--- src/rtl/bmb_pkg.sv ---
// shared constants, types and divider interface for the bm25 block max bound unit
package bmb_pkg;

    localparam int BLOCK_SIZE = 128;
    localparam int FILL_W     = $clog2(BLOCK_SIZE + 1);

    localparam int TF_W     = 16;
    localparam int LEN_W    = 16;
    localparam int K1_W     = 16;
    localparam int B_W      = 15;
    localparam int AVG_W    = 24;
    localparam int SCORE_W  = 19;
    localparam int TALLY_W  = 32;
    localparam int SUM_W    = 48;
    localparam int RATIO_W  = 32;
    localparam int NUM_W    = 33;
    localparam int BPROD_W  = B_W + RATIO_W;
    localparam int T16_W    = 34;
    localparam int KPROD_W  = K1_W + T16_W;
    localparam int DEN_W    = 36;

    localparam int IN_DATA_W  = TF_W + LEN_W;
    localparam int OUT_FIELDS = 2 * SCORE_W + TALLY_W + SUM_W;
    localparam int OUT_DATA_W = ((OUT_FIELDS + 7) / 8) * 8;

    localparam int CFG_IDX_W  = 2;
    localparam int CFG_DATA_W = AVG_W;

    localparam logic [K1_W-1:0]    K1_RESET  = K1_W'(19661);
    localparam logic [B_W-1:0]     B_RESET   = B_W'(12288);
    localparam logic [AVG_W-1:0]   AVG_RESET = '0;

    localparam logic [RATIO_W-1:0] RATIO_ONE = RATIO_W'(65536);
    localparam logic [RATIO_W-1:0] RATIO_MAX = '1;
    localparam logic [SCORE_W-1:0] SCORE_MAX = '1;
    localparam logic [TALLY_W-1:0] TALLY_MAX = '1;
    localparam logic [SUM_W-1:0]   SUM_MAX   = '1;
    localparam logic [K1_W:0]      ONE_Q14   = (K1_W + 1)'(16384);

    // iterative divider, two quotient bits per cycle
    localparam int DIV_REM_W  = DEN_W;
    localparam int DIV_BITS_W = 32;
    localparam int DIV_CNT_W  = 5;
    localparam logic [DIV_CNT_W-1:0] RATIO_PAIRS = DIV_CNT_W'(16);
    localparam logic [DIV_CNT_W-1:0] SCORE_PAIRS = DIV_CNT_W'(10);

    typedef enum logic [CFG_IDX_W-1:0] {
        CFG_K1_GAIN        = 2'd0,
        CFG_LENGTH_WEIGHT  = 2'd1,
        CFG_AVERAGE_LENGTH = 2'd2
    } t_cfg_idx;

    typedef struct packed {
        logic                  start;
        logic [DIV_REM_W-1:0]  rem;
        logic [DIV_REM_W-1:0]  divisor;
        logic [DIV_BITS_W-1:0] bits;
        logic [DIV_CNT_W-1:0]  pairs;
    } t_div_req;

    typedef struct packed {
        logic                  done;
        logic [DIV_BITS_W-1:0] quot;
    } t_div_rsp;

endpackage

--- src/rtl/bmb_div.sv ---
// shared restoring divider, two quotient bits per cycle
module bmb_div (
    input  logic              i_clk,
    input  logic              i_rst_n,
    input  bmb_pkg::t_div_req i_req,
    output bmb_pkg::t_div_rsp o_rsp
);

    logic                           r_busy;
    logic                           r_done;
    logic [bmb_pkg::DIV_REM_W-1:0]  r_rem;
    logic [bmb_pkg::DIV_REM_W-1:0]  r_div;
    logic [bmb_pkg::DIV_BITS_W-1:0] r_bits;
    logic [bmb_pkg::DIV_BITS_W-1:0] r_quot;
    logic [bmb_pkg::DIV_CNT_W-1:0]  r_cnt;

    logic [bmb_pkg::DIV_REM_W:0]    s1;
    logic [bmb_pkg::DIV_REM_W:0]    s2;
    logic [bmb_pkg::DIV_REM_W-1:0]  r1;
    logic [bmb_pkg::DIV_REM_W-1:0]  r2;
    logic                           ge1;
    logic                           ge2;

    always_comb begin
        s1  = {r_rem, r_bits[bmb_pkg::DIV_BITS_W-1]};
        ge1 = s1 >= {1'b0, r_div};
        r1  = ge1 ? bmb_pkg::DIV_REM_W'(s1 - {1'b0, r_div}) : s1[bmb_pkg::DIV_REM_W-1:0];
        s2  = {r1, r_bits[bmb_pkg::DIV_BITS_W-2]};
        ge2 = s2 >= {1'b0, r_div};
        r2  = ge2 ? bmb_pkg::DIV_REM_W'(s2 - {1'b0, r_div}) : s2[bmb_pkg::DIV_REM_W-1:0];
    end

    always_ff @(posedge i_clk) begin
        if (!i_rst_n) begin
            r_busy <= 1'b0;
            r_done <= 1'b0;
        end else begin
            r_done <= 1'b0;
            if (i_req.start) begin
                r_busy <= 1'b1;
                r_rem  <= i_req.rem;
                r_div  <= i_req.divisor;
                r_bits <= i_req.bits;
                r_cnt  <= i_req.pairs;
            end else if (r_busy) begin
                r_rem  <= r2;
                r_bits <= {r_bits[bmb_pkg::DIV_BITS_W-3:0], 2'b00};
                r_quot <= {r_quot[bmb_pkg::DIV_BITS_W-3:0], ge1, ge2};
                r_cnt  <= r_cnt - 1'b1;
                if (r_cnt == bmb_pkg::DIV_CNT_W'(1)) begin
                    r_busy <= 1'b0;
                    r_done <= 1'b1;
                end
            end
        end
    end

    assign o_rsp.done = r_done;
    assign o_rsp.quot = r_quot;

endmodule

--- src/rtl/bm25_block_max_bound_unit.sv ---
// bm25 block max bound unit: per posting normalized score, block and list peaks, counters
// flow: a zero frequency goes straight to the update, a saturating score skips the score division,
// and a length ratio of one or a saturated ratio skips the length ratio division
// (the shared divider serves both the length ratio and the score, two quotient bits per cycle)
// one posting at a time; a stalled result holds the unit
// reset: synchronous active low, clears peaks, counters, output valid and loads register defaults
module bm25_block_max_bound_unit (
    input  logic                            i_clk,
    input  logic                            i_rst_n,
    input  logic                            i_cfg_wen,
    input  logic [bmb_pkg::CFG_IDX_W-1:0]   i_cfg_idx,
    input  logic [bmb_pkg::CFG_DATA_W-1:0]  i_cfg_data,
    input  logic                            s_axis_tvalid,
    output logic                            s_axis_tready,
    // term_freq, field_length
    input  logic [bmb_pkg::IN_DATA_W-1:0]   s_axis_tdata,
    // list_last
    input  logic                            s_axis_tlast,
    output logic                            m_axis_tvalid,
    input  logic                            m_axis_tready,
    // block_bound, list_bound, postings_seen, freq_total, zero pad
    output logic [bmb_pkg::OUT_DATA_W-1:0]  m_axis_tdata,
    // list_done
    output logic                            m_axis_tlast
);

    typedef enum logic [2:0] {
        S_IDLE,
        S_RATIO,
        S_MUL_T,
        S_NORM,
        S_MUL_K,
        S_DEN,
        S_SCORE,
        S_UPDATE
    } t_state;

    t_state r_state;

    logic [bmb_pkg::K1_W-1:0]    r_k1;
    logic [bmb_pkg::B_W-1:0]     r_b;
    logic [bmb_pkg::AVG_W-1:0]   r_avg;

    logic [bmb_pkg::TF_W-1:0]    r_tf;
    logic                        r_last;
    logic [bmb_pkg::RATIO_W-1:0] r_ratio;
    logic [bmb_pkg::BPROD_W-1:0] r_bprod;
    logic [bmb_pkg::NUM_W-1:0]   r_num;
    logic [bmb_pkg::T16_W-1:0]   r_t16;
    logic [bmb_pkg::KPROD_W-1:0] r_kprod;
    logic [bmb_pkg::SCORE_W-1:0] r_score;

    logic [bmb_pkg::SCORE_W-1:0] r_block_peak;
    logic [bmb_pkg::SCORE_W-1:0] r_list_peak;
    logic [bmb_pkg::FILL_W-1:0]  r_fill;
    logic [bmb_pkg::TALLY_W-1:0] r_tally;
    logic [bmb_pkg::SUM_W-1:0]   r_sum;

    logic                           r_out_valid;
    logic                           r_out_last;
    logic [bmb_pkg::OUT_DATA_W-1:0] r_out_data;

    bmb_pkg::t_div_req div_req;
    bmb_pkg::t_div_rsp div_rsp;

    logic [bmb_pkg::TF_W-1:0]    in_tf;
    logic [bmb_pkg::LEN_W-1:0]   in_len;
    logic                        in_fire;
    logic                        ratio_sat;
    logic                        ratio_div;
    logic [bmb_pkg::BPROD_W:0]   norm_pos;
    logic [bmb_pkg::BPROD_W:0]   norm_neg;
    logic [bmb_pkg::BPROD_W:0]   norm_diff;
    logic [bmb_pkg::DEN_W-1:0]   den;
    logic                        score_sat;
    logic [bmb_pkg::SCORE_W-1:0] n_block_peak;
    logic [bmb_pkg::SCORE_W-1:0] n_list_peak;
    logic [bmb_pkg::FILL_W-1:0]  n_fill;
    logic [bmb_pkg::TALLY_W-1:0] n_tally;
    logic [bmb_pkg::SUM_W:0]     sum_wide;
    logic [bmb_pkg::SUM_W-1:0]   n_sum;
    logic                        emit;
    logic                        out_load;

    assign in_tf         = s_axis_tdata[bmb_pkg::TF_W-1:0];
    assign in_len        = s_axis_tdata[bmb_pkg::IN_DATA_W-1:bmb_pkg::TF_W];
    assign s_axis_tready = (r_state == S_IDLE);
    assign in_fire       = s_axis_tvalid && s_axis_tready;

    // quotient would not fit 32 bits
    assign ratio_sat = {16'd0, in_len} >= {r_avg, 8'd0};
    assign ratio_div = (in_len != '0) && (r_avg != '0) && !ratio_sat;

    always_comb begin
        norm_pos  = (bmb_pkg::BPROD_W + 1)'(r_bprod) + (bmb_pkg::BPROD_W + 1)'(64'd1 << 30);
        norm_neg  = (bmb_pkg::BPROD_W + 1)'({r_b, 16'd0});
        norm_diff = norm_pos - norm_neg;
    end

    assign den = bmb_pkg::DEN_W'({r_tf, 16'd0})
               + r_kprod[bmb_pkg::KPROD_W-1:bmb_pkg::KPROD_W-bmb_pkg::DEN_W];
    assign score_sat = {4'd0, r_num} >= {den, 1'b0};

    always_comb begin
        div_req = '0;
        if (r_state == S_IDLE && in_fire && in_tf != '0 && ratio_div) begin
            div_req.start   = 1'b1;
            div_req.rem     = bmb_pkg::DIV_REM_W'(in_len[15:8]);
            div_req.divisor = bmb_pkg::DIV_REM_W'(r_avg);
            div_req.bits    = {in_len[7:0], 24'd0};
            div_req.pairs   = bmb_pkg::RATIO_PAIRS;
        end else if (r_state == S_DEN && !score_sat) begin
            div_req.start   = 1'b1;
            div_req.rem     = bmb_pkg::DIV_REM_W'(r_num[bmb_pkg::NUM_W-1:2]);
            div_req.divisor = den;
            div_req.bits    = {r_num[1:0], 30'd0};
            div_req.pairs   = bmb_pkg::SCORE_PAIRS;
        end
    end

    bmb_div u_div (
        .i_clk   (i_clk),
        .i_rst_n (i_rst_n),
        .i_req   (div_req),
        .o_rsp   (div_rsp)
    );

    always_comb begin
        n_block_peak = (r_score > r_block_peak) ? r_score : r_block_peak;
        n_list_peak  = (r_score > r_list_peak) ? r_score : r_list_peak;
        n_fill       = r_fill + 1'b1;
        n_tally      = (r_tally == bmb_pkg::TALLY_MAX) ? r_tally : r_tally + 1'b1;
        sum_wide     = {1'b0, r_sum} + (bmb_pkg::SUM_W + 1)'(r_tf);
        n_sum        = sum_wide[bmb_pkg::SUM_W] ? bmb_pkg::SUM_MAX
                                                : sum_wide[bmb_pkg::SUM_W-1:0];
        emit         = (n_fill == bmb_pkg::FILL_W'(bmb_pkg::BLOCK_SIZE)) || r_last;
    end

    assign out_load = (r_state == S_UPDATE) && emit && (!r_out_valid || m_axis_tready);

    always_ff @(posedge i_clk) begin
        if (!i_rst_n) begin
            r_k1  <= bmb_pkg::K1_RESET;
            r_b   <= bmb_pkg::B_RESET;
            r_avg <= bmb_pkg::AVG_RESET;
        end else if (i_cfg_wen) begin
            unique case (i_cfg_idx)
                bmb_pkg::CFG_K1_GAIN:        r_k1  <= i_cfg_data[bmb_pkg::K1_W-1:0];
                bmb_pkg::CFG_LENGTH_WEIGHT:  r_b   <= i_cfg_data[bmb_pkg::B_W-1:0];
                bmb_pkg::CFG_AVERAGE_LENGTH: r_avg <= i_cfg_data[bmb_pkg::AVG_W-1:0];
                default: ;
            endcase
        end
    end

    always_ff @(posedge i_clk) begin
        if (!i_rst_n) begin
            r_state      <= S_IDLE;
            r_block_peak <= '0;
            r_list_peak  <= '0;
            r_fill       <= '0;
            r_tally      <= '0;
            r_sum        <= '0;
            r_out_valid  <= 1'b0;
        end else begin
            if (out_load) begin
                r_out_valid <= 1'b1;
            end else if (r_out_valid && m_axis_tready) begin
                r_out_valid <= 1'b0;
            end
            unique case (r_state)
                S_IDLE: begin
                    if (in_fire) begin
                        r_tf   <= in_tf;
                        r_last <= s_axis_tlast;
                        if (in_tf == '0) begin
                            r_score <= '0;
                            r_state <= S_UPDATE;
                        end else if (ratio_div) begin
                            r_state <= S_RATIO;
                        end else begin
                            r_ratio <= ratio_sat && in_len != '0 && r_avg != '0
                                     ? bmb_pkg::RATIO_MAX : bmb_pkg::RATIO_ONE;
                            r_state <= S_MUL_T;
                        end
                    end
                end
                S_RATIO: begin
                    if (div_rsp.done) begin
                        r_ratio <= div_rsp.quot;
                        r_state <= S_MUL_T;
                    end
                end
                S_MUL_T: begin
                    r_bprod <= r_b * r_ratio;
                    r_num   <= r_tf * (bmb_pkg::ONE_Q14 + (bmb_pkg::K1_W + 1)'(r_k1));
                    r_state <= S_NORM;
                end
                S_NORM: begin
                    // weight above one can drive the norm negative
                    r_t16   <= (norm_pos > norm_neg) ? norm_diff[bmb_pkg::BPROD_W:14] : '0;
                    r_state <= S_MUL_K;
                end
                S_MUL_K: begin
                    r_kprod <= r_k1 * r_t16;
                    r_state <= S_DEN;
                end
                S_DEN: begin
                    if (score_sat) begin
                        r_score <= bmb_pkg::SCORE_MAX;
                        r_state <= S_UPDATE;
                    end else begin
                        r_state <= S_SCORE;
                    end
                end
                S_SCORE: begin
                    if (div_rsp.done) begin
                        r_score <= div_rsp.quot[bmb_pkg::SCORE_W-1:0];
                        r_state <= S_UPDATE;
                    end
                end
                S_UPDATE: begin
                    if (!emit) begin
                        r_block_peak <= n_block_peak;
                        r_list_peak  <= n_list_peak;
                        r_fill       <= n_fill;
                        r_tally      <= n_tally;
                        r_sum        <= n_sum;
                        r_state      <= S_IDLE;
                    end else if (!r_out_valid || m_axis_tready) begin
                        r_out_last   <= r_last;
                        r_out_data   <= bmb_pkg::OUT_DATA_W'({n_sum, n_tally,
                                                              n_list_peak, n_block_peak});
                        r_block_peak <= '0;
                        r_fill       <= '0;
                        r_list_peak  <= r_last ? '0 : n_list_peak;
                        r_tally      <= r_last ? '0 : n_tally;
                        r_sum        <= r_last ? '0 : n_sum;
                        r_state      <= S_IDLE;
                    end
                end
                default: r_state <= S_IDLE;
            endcase
        end
    end

    assign m_axis_tvalid = r_out_valid;
    assign m_axis_tdata  = r_out_data;
    assign m_axis_tlast  = r_out_last;

endmodule

--- config.mk ---
export PLATFORM = sky130hd
export DESIGN_NAME = bm25_block_max_bound_unit
export DESIGN_NICKNAME = d
export VERILOG_FILES = /design/src/rtl/bmb_pkg.sv /design/src/rtl/bmb_div.sv /design/src/rtl/bm25_block_max_bound_unit.sv
export SDC_FILE = /design/constraint.sdc
export NUM_CORES = 2
export LEC_CHECK = 0
export BUFFER_PORTS_ARGS = -buffer_cell sky130_fd_sc_hd__buf_2
export CORE_UTILIZATION = 50
export CTS_CLUSTER_DIAMETER = 60
export DETAILED_ROUTE_END_ITERATION = 10
export GPL_TIMING_DRIVEN = 1
export PLACE_DENSITY = 0.66
export SLEW_MARGIN = 20
export SYNTH_ARGS = -nofsm -noshare
export SYNTH_HDL_FRONTEND = slang
export SYNTH_SLANG_ARGS = --single-unit
--- constraint.sdc ---
create_clock -name i_clk -period 14.55 [get_ports i_clk]
set_input_delay 0 -clock i_clk [delete_from_list [all_inputs] [get_ports i_clk]]
set_output_delay 0 -clock i_clk [all_outputs]
set_load 0.02 [all_outputs]
### After elaboration in Yosys (flattened, before gate mapping)

Index checks and enable logic that the tools add are counted.
Widths: inputs -> output; s select.

| word-level totals | value |
|---|---|
| flip-flop bits (word level) | 679 |
| output and inout port bits | 123 |
| input port bits | 64 |
| word-level logic and storage cells | 170 |

| operators by class | value |
|---|---|
| bitwise operators | 4 |
| multiplexer cells | 53 |
| $mul | 3 |
| reduce and logical (&&, ||, !) cells | 44 |
| equal/unequal tests | 21 |
| $lt $le $gt $ge | 7 |
| $add $sub $neg | 10 |

Operator list:

| cell | count |
|---|---|
| $mux 32 | 11 |
| $mux 110 | 2 |
| $mux 19 | 11 |
| $mux 48 | 4 |
| $mux 36 | 4 |
| $ge 37x36->1 | 2 |
| $sub 36x36->36 | 2 |
| $pmux 32 s2 | 1 |
| $pmux 19 s3 | 1 |
| $mul 16x34->50 | 1 |
| $add 48x16->49 | 1 |
| $add 47x31->48 const B | 1 |
| $gt 48x31->1 | 1 |
| $sub 48x31->48 | 1 |
| $mul 15x32->47 | 1 |
| $gt 19x19->1 | 2 |
| $ge 33x37->1 | 1 |
| $add 32x36->36 | 1 |
| $mul 16x17->33 | 1 |
| $add 32x1->32 const B | 1 |
| $eq 32x32->1 const B | 1 |
| $ge 16x32->1 | 1 |
| $reduce_bool 16->1 | 2 |
| $pmux 3 s8 | 1 |
| 34 further kinds | 87 |

### Logic depth before layout (Yosys ltp)

| logic depth | value |
|---|---|
| depth in word-level cells | 8 |
| gate-level depth with buffers | 32 |
| gate-level depth less buffers | 27 |

### Cells and area by module

A second synthesis with hierarchy kept.

| second synthesis, totals | value |
|---|---|
| cell total of the unflattened synthesis | 8005 |
| area, all modules | 75791.4 sq um |

By module, submodules not included:

| module | area each (sq um) | seq. area each (sq um) | instances | cells each |
|---|---|---|---|---|
| bm25_block_max_bound_unit | 65846.9 | 13823.3 | 1 | 6998 |
| bmb_div | 9944.5 | 4274.1 | 1 | 1007 |

### Worst setup path after synthesis

Ideal clock, no wire load.

| timing | value |
|---|---|
| kind | reg2reg |
| from | register r_state[1] |
| to | register r_bprod[0] (netlist name) (enable) |
| setup time | 717 ps |
| buffers on the path | 2 |
| data required time | 13833 ps |
| stages on the path, launching flop included | 4 |
| slack | 5449 ps |
| arrival | 8384 ps |
| path through | dfxtp_1 -> clkbuf_1 -> clkbuf_1 -> nor4bb_1 |

| between the ends | value |
|---|---|
| longest elaborated chain between the ends | 2 |

RTL lines:

| item | RTL line | text |
|---|---|---|
| start: declaration | bm25_block_max_bound_unit.sv:38 | `t_state r_state;` |
| start signal: assignment | bm25_block_max_bound_unit.sv:158 | `r_state <= S_IDLE;` |
| start signal: assignment | bm25_block_max_bound_unit.sv:178 | `r_state <= S_UPDATE;` |
| start signal: assignment | bm25_block_max_bound_unit.sv:180 | `r_state <= S_RATIO;` |
| $eq 3x2->1 | bm25_block_max_bound_unit.sv:171 | `unique case (r_state)` |
| $reduce_and 2->1 (no source line) | n/a |  |
| end signal: assignment | bm25_block_max_bound_unit.sv:195 | `r_bprod <= r_b * r_ratio;` |
| end: declaration | bm25_block_max_bound_unit.sv:47 | `logic [bmb_pkg::BPROD_W-1:0] r_bprod;` |

No other way between the ends.
A chain may end at the register's enable or synchronous reset.

### Worst setup path in the final report

| timing | value |
|---|---|
| from | register r_k1[13] (netlist name) |
| to | register r_kprod[48] (netlist name) (data pin) |

| between the ends | value |
|---|---|
| longest elaborated chain between the ends | 1 |

RTL lines:

| item | RTL line | text |
|---|---|---|
| start: declaration | bm25_block_max_bound_unit.sv:40 | `logic [bmb_pkg::K1_W-1:0] r_k1;` |
| start signal: assignment | bm25_block_max_bound_unit.sv:143 | `r_k1 <= bmb_pkg::K1_RESET;` |
| start signal: assignment | bm25_block_max_bound_unit.sv:148 | `bmb_pkg::CFG_K1_GAIN: r_k1 <= i_cfg_data[bmb_pkg::K1_W-1:0];` |
| $mul 16x34->50 | bm25_block_max_bound_unit.sv:205 | `r_kprod <= r_k1 * r_t16;` |
| end signal: assignment | bm25_block_max_bound_unit.sv:205 |  |
| end: declaration | bm25_block_max_bound_unit.sv:50 | `logic [bmb_pkg::KPROD_W-1:0] r_kprod;` |

No other way between the ends.

==> impl_results.md <==
* Status: finished clean
* Tightest Pin Transition at 1.205 ns
* Total global-route track usage at 0.2650
* Largest family of logic cells by synthesized area: adder cells
* Sw frac at 0.4891
* Initial antenna violation count at 6
* Flop pwr share at 0.168
* Detail Placement HPWL at 148,800 um
* Mux cell area share after synthesis at 0.01491
* Simple-gate share of the synthesized area at 0.1627
* Filler Cell Count at 12,980
* Clk sinks at 641
* Nets@finish at 9,572
* Critical path fanouts, max at 35
* Kind of critical path: flip-flop to flip-flop
* Pre-CTS setup slack at 6.684 ns
* Clock group share of total power at 0.096
* Total grt overflow at 0
* Initial Util at 0.5066
* Initial DRC count at 3,940
* H-tree Lvls at 3
* # rows at 140
* Synth Area in XOR/XNOR at 0.03435
* Post-synthesis instance total at 7,890
* Power Density at 254.9 nW/um^2
* Tmin final at 7.902 ns
* Hold_sp: s_axis_tdata[7]
* DR vias at 55,190
* Top cells by area, synth: fa_1 (28%), edfxtp_1 (18%), ha_1 (9.1%), inv_1 (6.6%), nand2_1 (5.6%)
* CTS tree: built
* Uppermost layer routed: met5
* Worst rel slew slack at 0.1969
* Sequential area share after synthesis at 0.2342
* Synth top cells by count: inv_1 (1,310), nand2_1 (1,097), fa_1 (1,046)
* Root Buffer: clkbuf_16
* WL/cell at 19.83 um
* Peak supply drop at 0.3645 mV
* Final ANT Viol Nets at 0
* CP Capture Type: flip-flop
* Die Ht at 387.2 um
* Area of the multi-input gates at 50,580 um^2
* I/O Pins at 187
* PortBufs at 184
* Die X at 387.2 um
* Seq. cell area at 17,390 um^2
* Post-synth EDFFs at 454
* Layout Skew at 0.03667 ns
* Static Leak at 36.56 nW
* Tcrit/Tclk final at 0.5431
* Synthesized area per cell at 9.403 um^2
* Clk_lat worst skew at 0.70 ns
* Cell area after synthesis at 74,190 um^2
* NetSw at 9.974 mW
* RSZ-0062 raised after global routing: false
* Critical Path Start Type: flip-flop
* Final core occ at 0.5464
* Routability cong. at 0.9112
* Async set-or-reset flop fraction in the synthesized netlist at 0
* WL met2 at 94,940 um
* Unique masters post-synth at 83
* Post-synthesis register bit count at 641
* Pre-antenna DRT Iters at 6
* Finish-stage setup viols at 0
* Final Hold Violating Endpoints at 0
* Worst hold path class: input pin to flip-flop
* Arr. time, crit path at 8.35 ns
* CTS Buf Count at 80
* Via/cell ratio at 5.569
* Synth area leader: fa_1
* FMAX at 126.5 MHz
* Setup TNS at 0 ns
* Worst Setup Slack, final at 6.648 ns
* DIE AREA at 149,900 um^2
* R2r startpoint: r_k1[13]$_SDFFE_PN0P_
* First-pass GRT wire length at 315,400 um
* Comb power frac at 0.735
* Share of cells above drive strength 1 at 0.06334
* Total wire length at 196,600 um
* MaxCap Viol Count at 0
* Vias in the first global route at 57,700
* Core area at 146,400 um^2
* Pint at 10.42 mW
* Most frequent cell after synthesis: inv_1
* Met3 WL at 12,830 um
* Yosys warning count at 0
* DRC at 0
* Critical Path RT at 15.00 ns
* Final slew viol count at 0
* Synth Area in Adders at 0.3730
* Main synth FF type: edfxtp_1
* Bufs on Longest Clock Path at 3
* Routed met1 length at 82,490 um
* Yosys top cell area share at 0.2823
* CTS clk-pin slew, worst paths at 0.06 ns
* CP startpoint: r_k1[13]$_SDFFE_PN0P_
* Area fraction in compound gates after synthesis at 0.09522
* Synthesis-to-finish area growth at 7.846%
* Largest net degree at the start of global routing at 75
[registers in the layout (all words and copies together) (netlist names), 24 cells and up]
name          count
m_axis_tdata    118
r_sum            48
r_bprod          47
r_kprod          36
u_div.r_div      36
u_div.r_rem      36
r_t16            34
r_num            33
r_ratio          32
r_tally          32
u_div.r_quot     32
r_avg            24
[worst max-delay path, cell delays in order, from the launching register on]
cell	delay (ns)
dfxtp_1	0.77
buf_4	0.50
and2_1	0.21
fa_1	0.44
fa_1	0.52
fa_1	0.51
fa_1	0.53
fa_1	0.56
inv_1	0.06
fa_1	0.53
inv_1	0.04
ha_1	0.34
and3_1	0.21
a221oi_1	0.34
o21ai_0	0.24
nor3_1	0.18
nor2_1	0.08
o41a_1	0.15
a21oi_1	0.39
o31ai_1	0.18
or2_2	0.31
a31o_2	0.26
a21oi_1	0.17
xnor2_1	0.08
[layout by cell type, fill, tap and decap left out, types with 81 or more instances in the layout]
master,netlist,layout
xnor2_1,194,194
a21o_1,152,152
edfxtp_1,454,454
dfxtp_1,187,178
clkbuf_16,0,81
nor2_1,264,261
nand2_1,1097,1096
fa_1,1046,1046
inv_1,1310,1310
a21oi_1,285,284
buf_2,8,183
nand3_1,82,82
and2_1,617,617
ha_1,538,538
xor2_1,97,97
nor2b_1,90,90
o21ai_0,251,250
[final cells by class]
cell class,instances,area share
multi-input cells,5571,0.6322
flip-flops and latches,641,0.2173
inverters,1310,0.06146
well taps,1917,0.02998
clock buffers,109,0.02752
repair buffers,320,0.02637
clock inverters,38,0.004957
diodes,5,0.0001564
[what timing repair did]
action / in CTS / in global routing
buffers inserted: 0 / 0
endpoints found under the hold margin: 121 / 0
setup endpoints to repair: 0 / 0
hold buffers: 66 / 0
gates resized for setup: 0 / 0
[per-stage QoR]
stage               instance area [um^2]  hold WS [ns]  power, mW  cells
floorplan                          74190       0.09887      14.54   7891
CTS                                80000       0.01786      20.48   9906
global placement                   76740        0.1806      18.18   9693
finish                             80010       0.05723      20.39   9911
detailed placement                 76740        0.1836      18.41   9693
global route                       80000       0.04673      22.39   9908
[layer usage]
| metal | vias to the layer above | GRT usage |
|---|---|---|
| li1 | 25240 | - |
| met1 | 27820 | 0.3516 |
| met2 | 1807 | 0.4472 |
| met3 | 329 | 0.03586 |
| met4 | 2 | 0.08651 |
| met5 | - | 0 |
[power by group through the flow]
stage / Combinational, mW / Sequential [mW] / Clock (mW)
4_1_cts: 15.1 / 3.42 / 2.01
6_report: 15.0 / 3.43 / 1.97
2_1_floorplan: 11.4 / 3.18 / 0
3_3_place_gp: 14.7 / 3.45 / 0
3_5_place_dp: 15.0 / 3.45 / 0
5_1_grt: 16.9 / 3.45 / 2.07
[path summary, 6_finish.rpt]
path                                              endpoint  slack [ns]  depth (start not counted)
worst max-delay path                 r_kprod[48]$_DFFE_PP_        6.65                         23
worst min-delay path                     r_tf[7]$_DFFE_PP_        0.06                          2
worst max register to register       r_kprod[48]$_DFFE_PP_        6.65                         23
worst min register to register  u_div.r_quot[29]$_DFFE_PP_        0.45                          0
[cells by family (layout without fill, tap and decap cells)]
| kind of cell | after synthesis | in the layout |
|---|---|---|
| AND/OR/NAND/NOR | 2489 | 2489 |
| buffers and inverters | 1679 | 1777 |
| adder cells (fa/ha/maj) | 1584 | 1584 |
| AO/OA/AOI/OAI | 1103 | 1103 |
| flip-flops | 641 | 641 |
| XOR/XNOR | 291 | 291 |
| multiplexers | 102 | 102 |
| other | 1 | 7 |
Power figures use the tool's default switching activity.
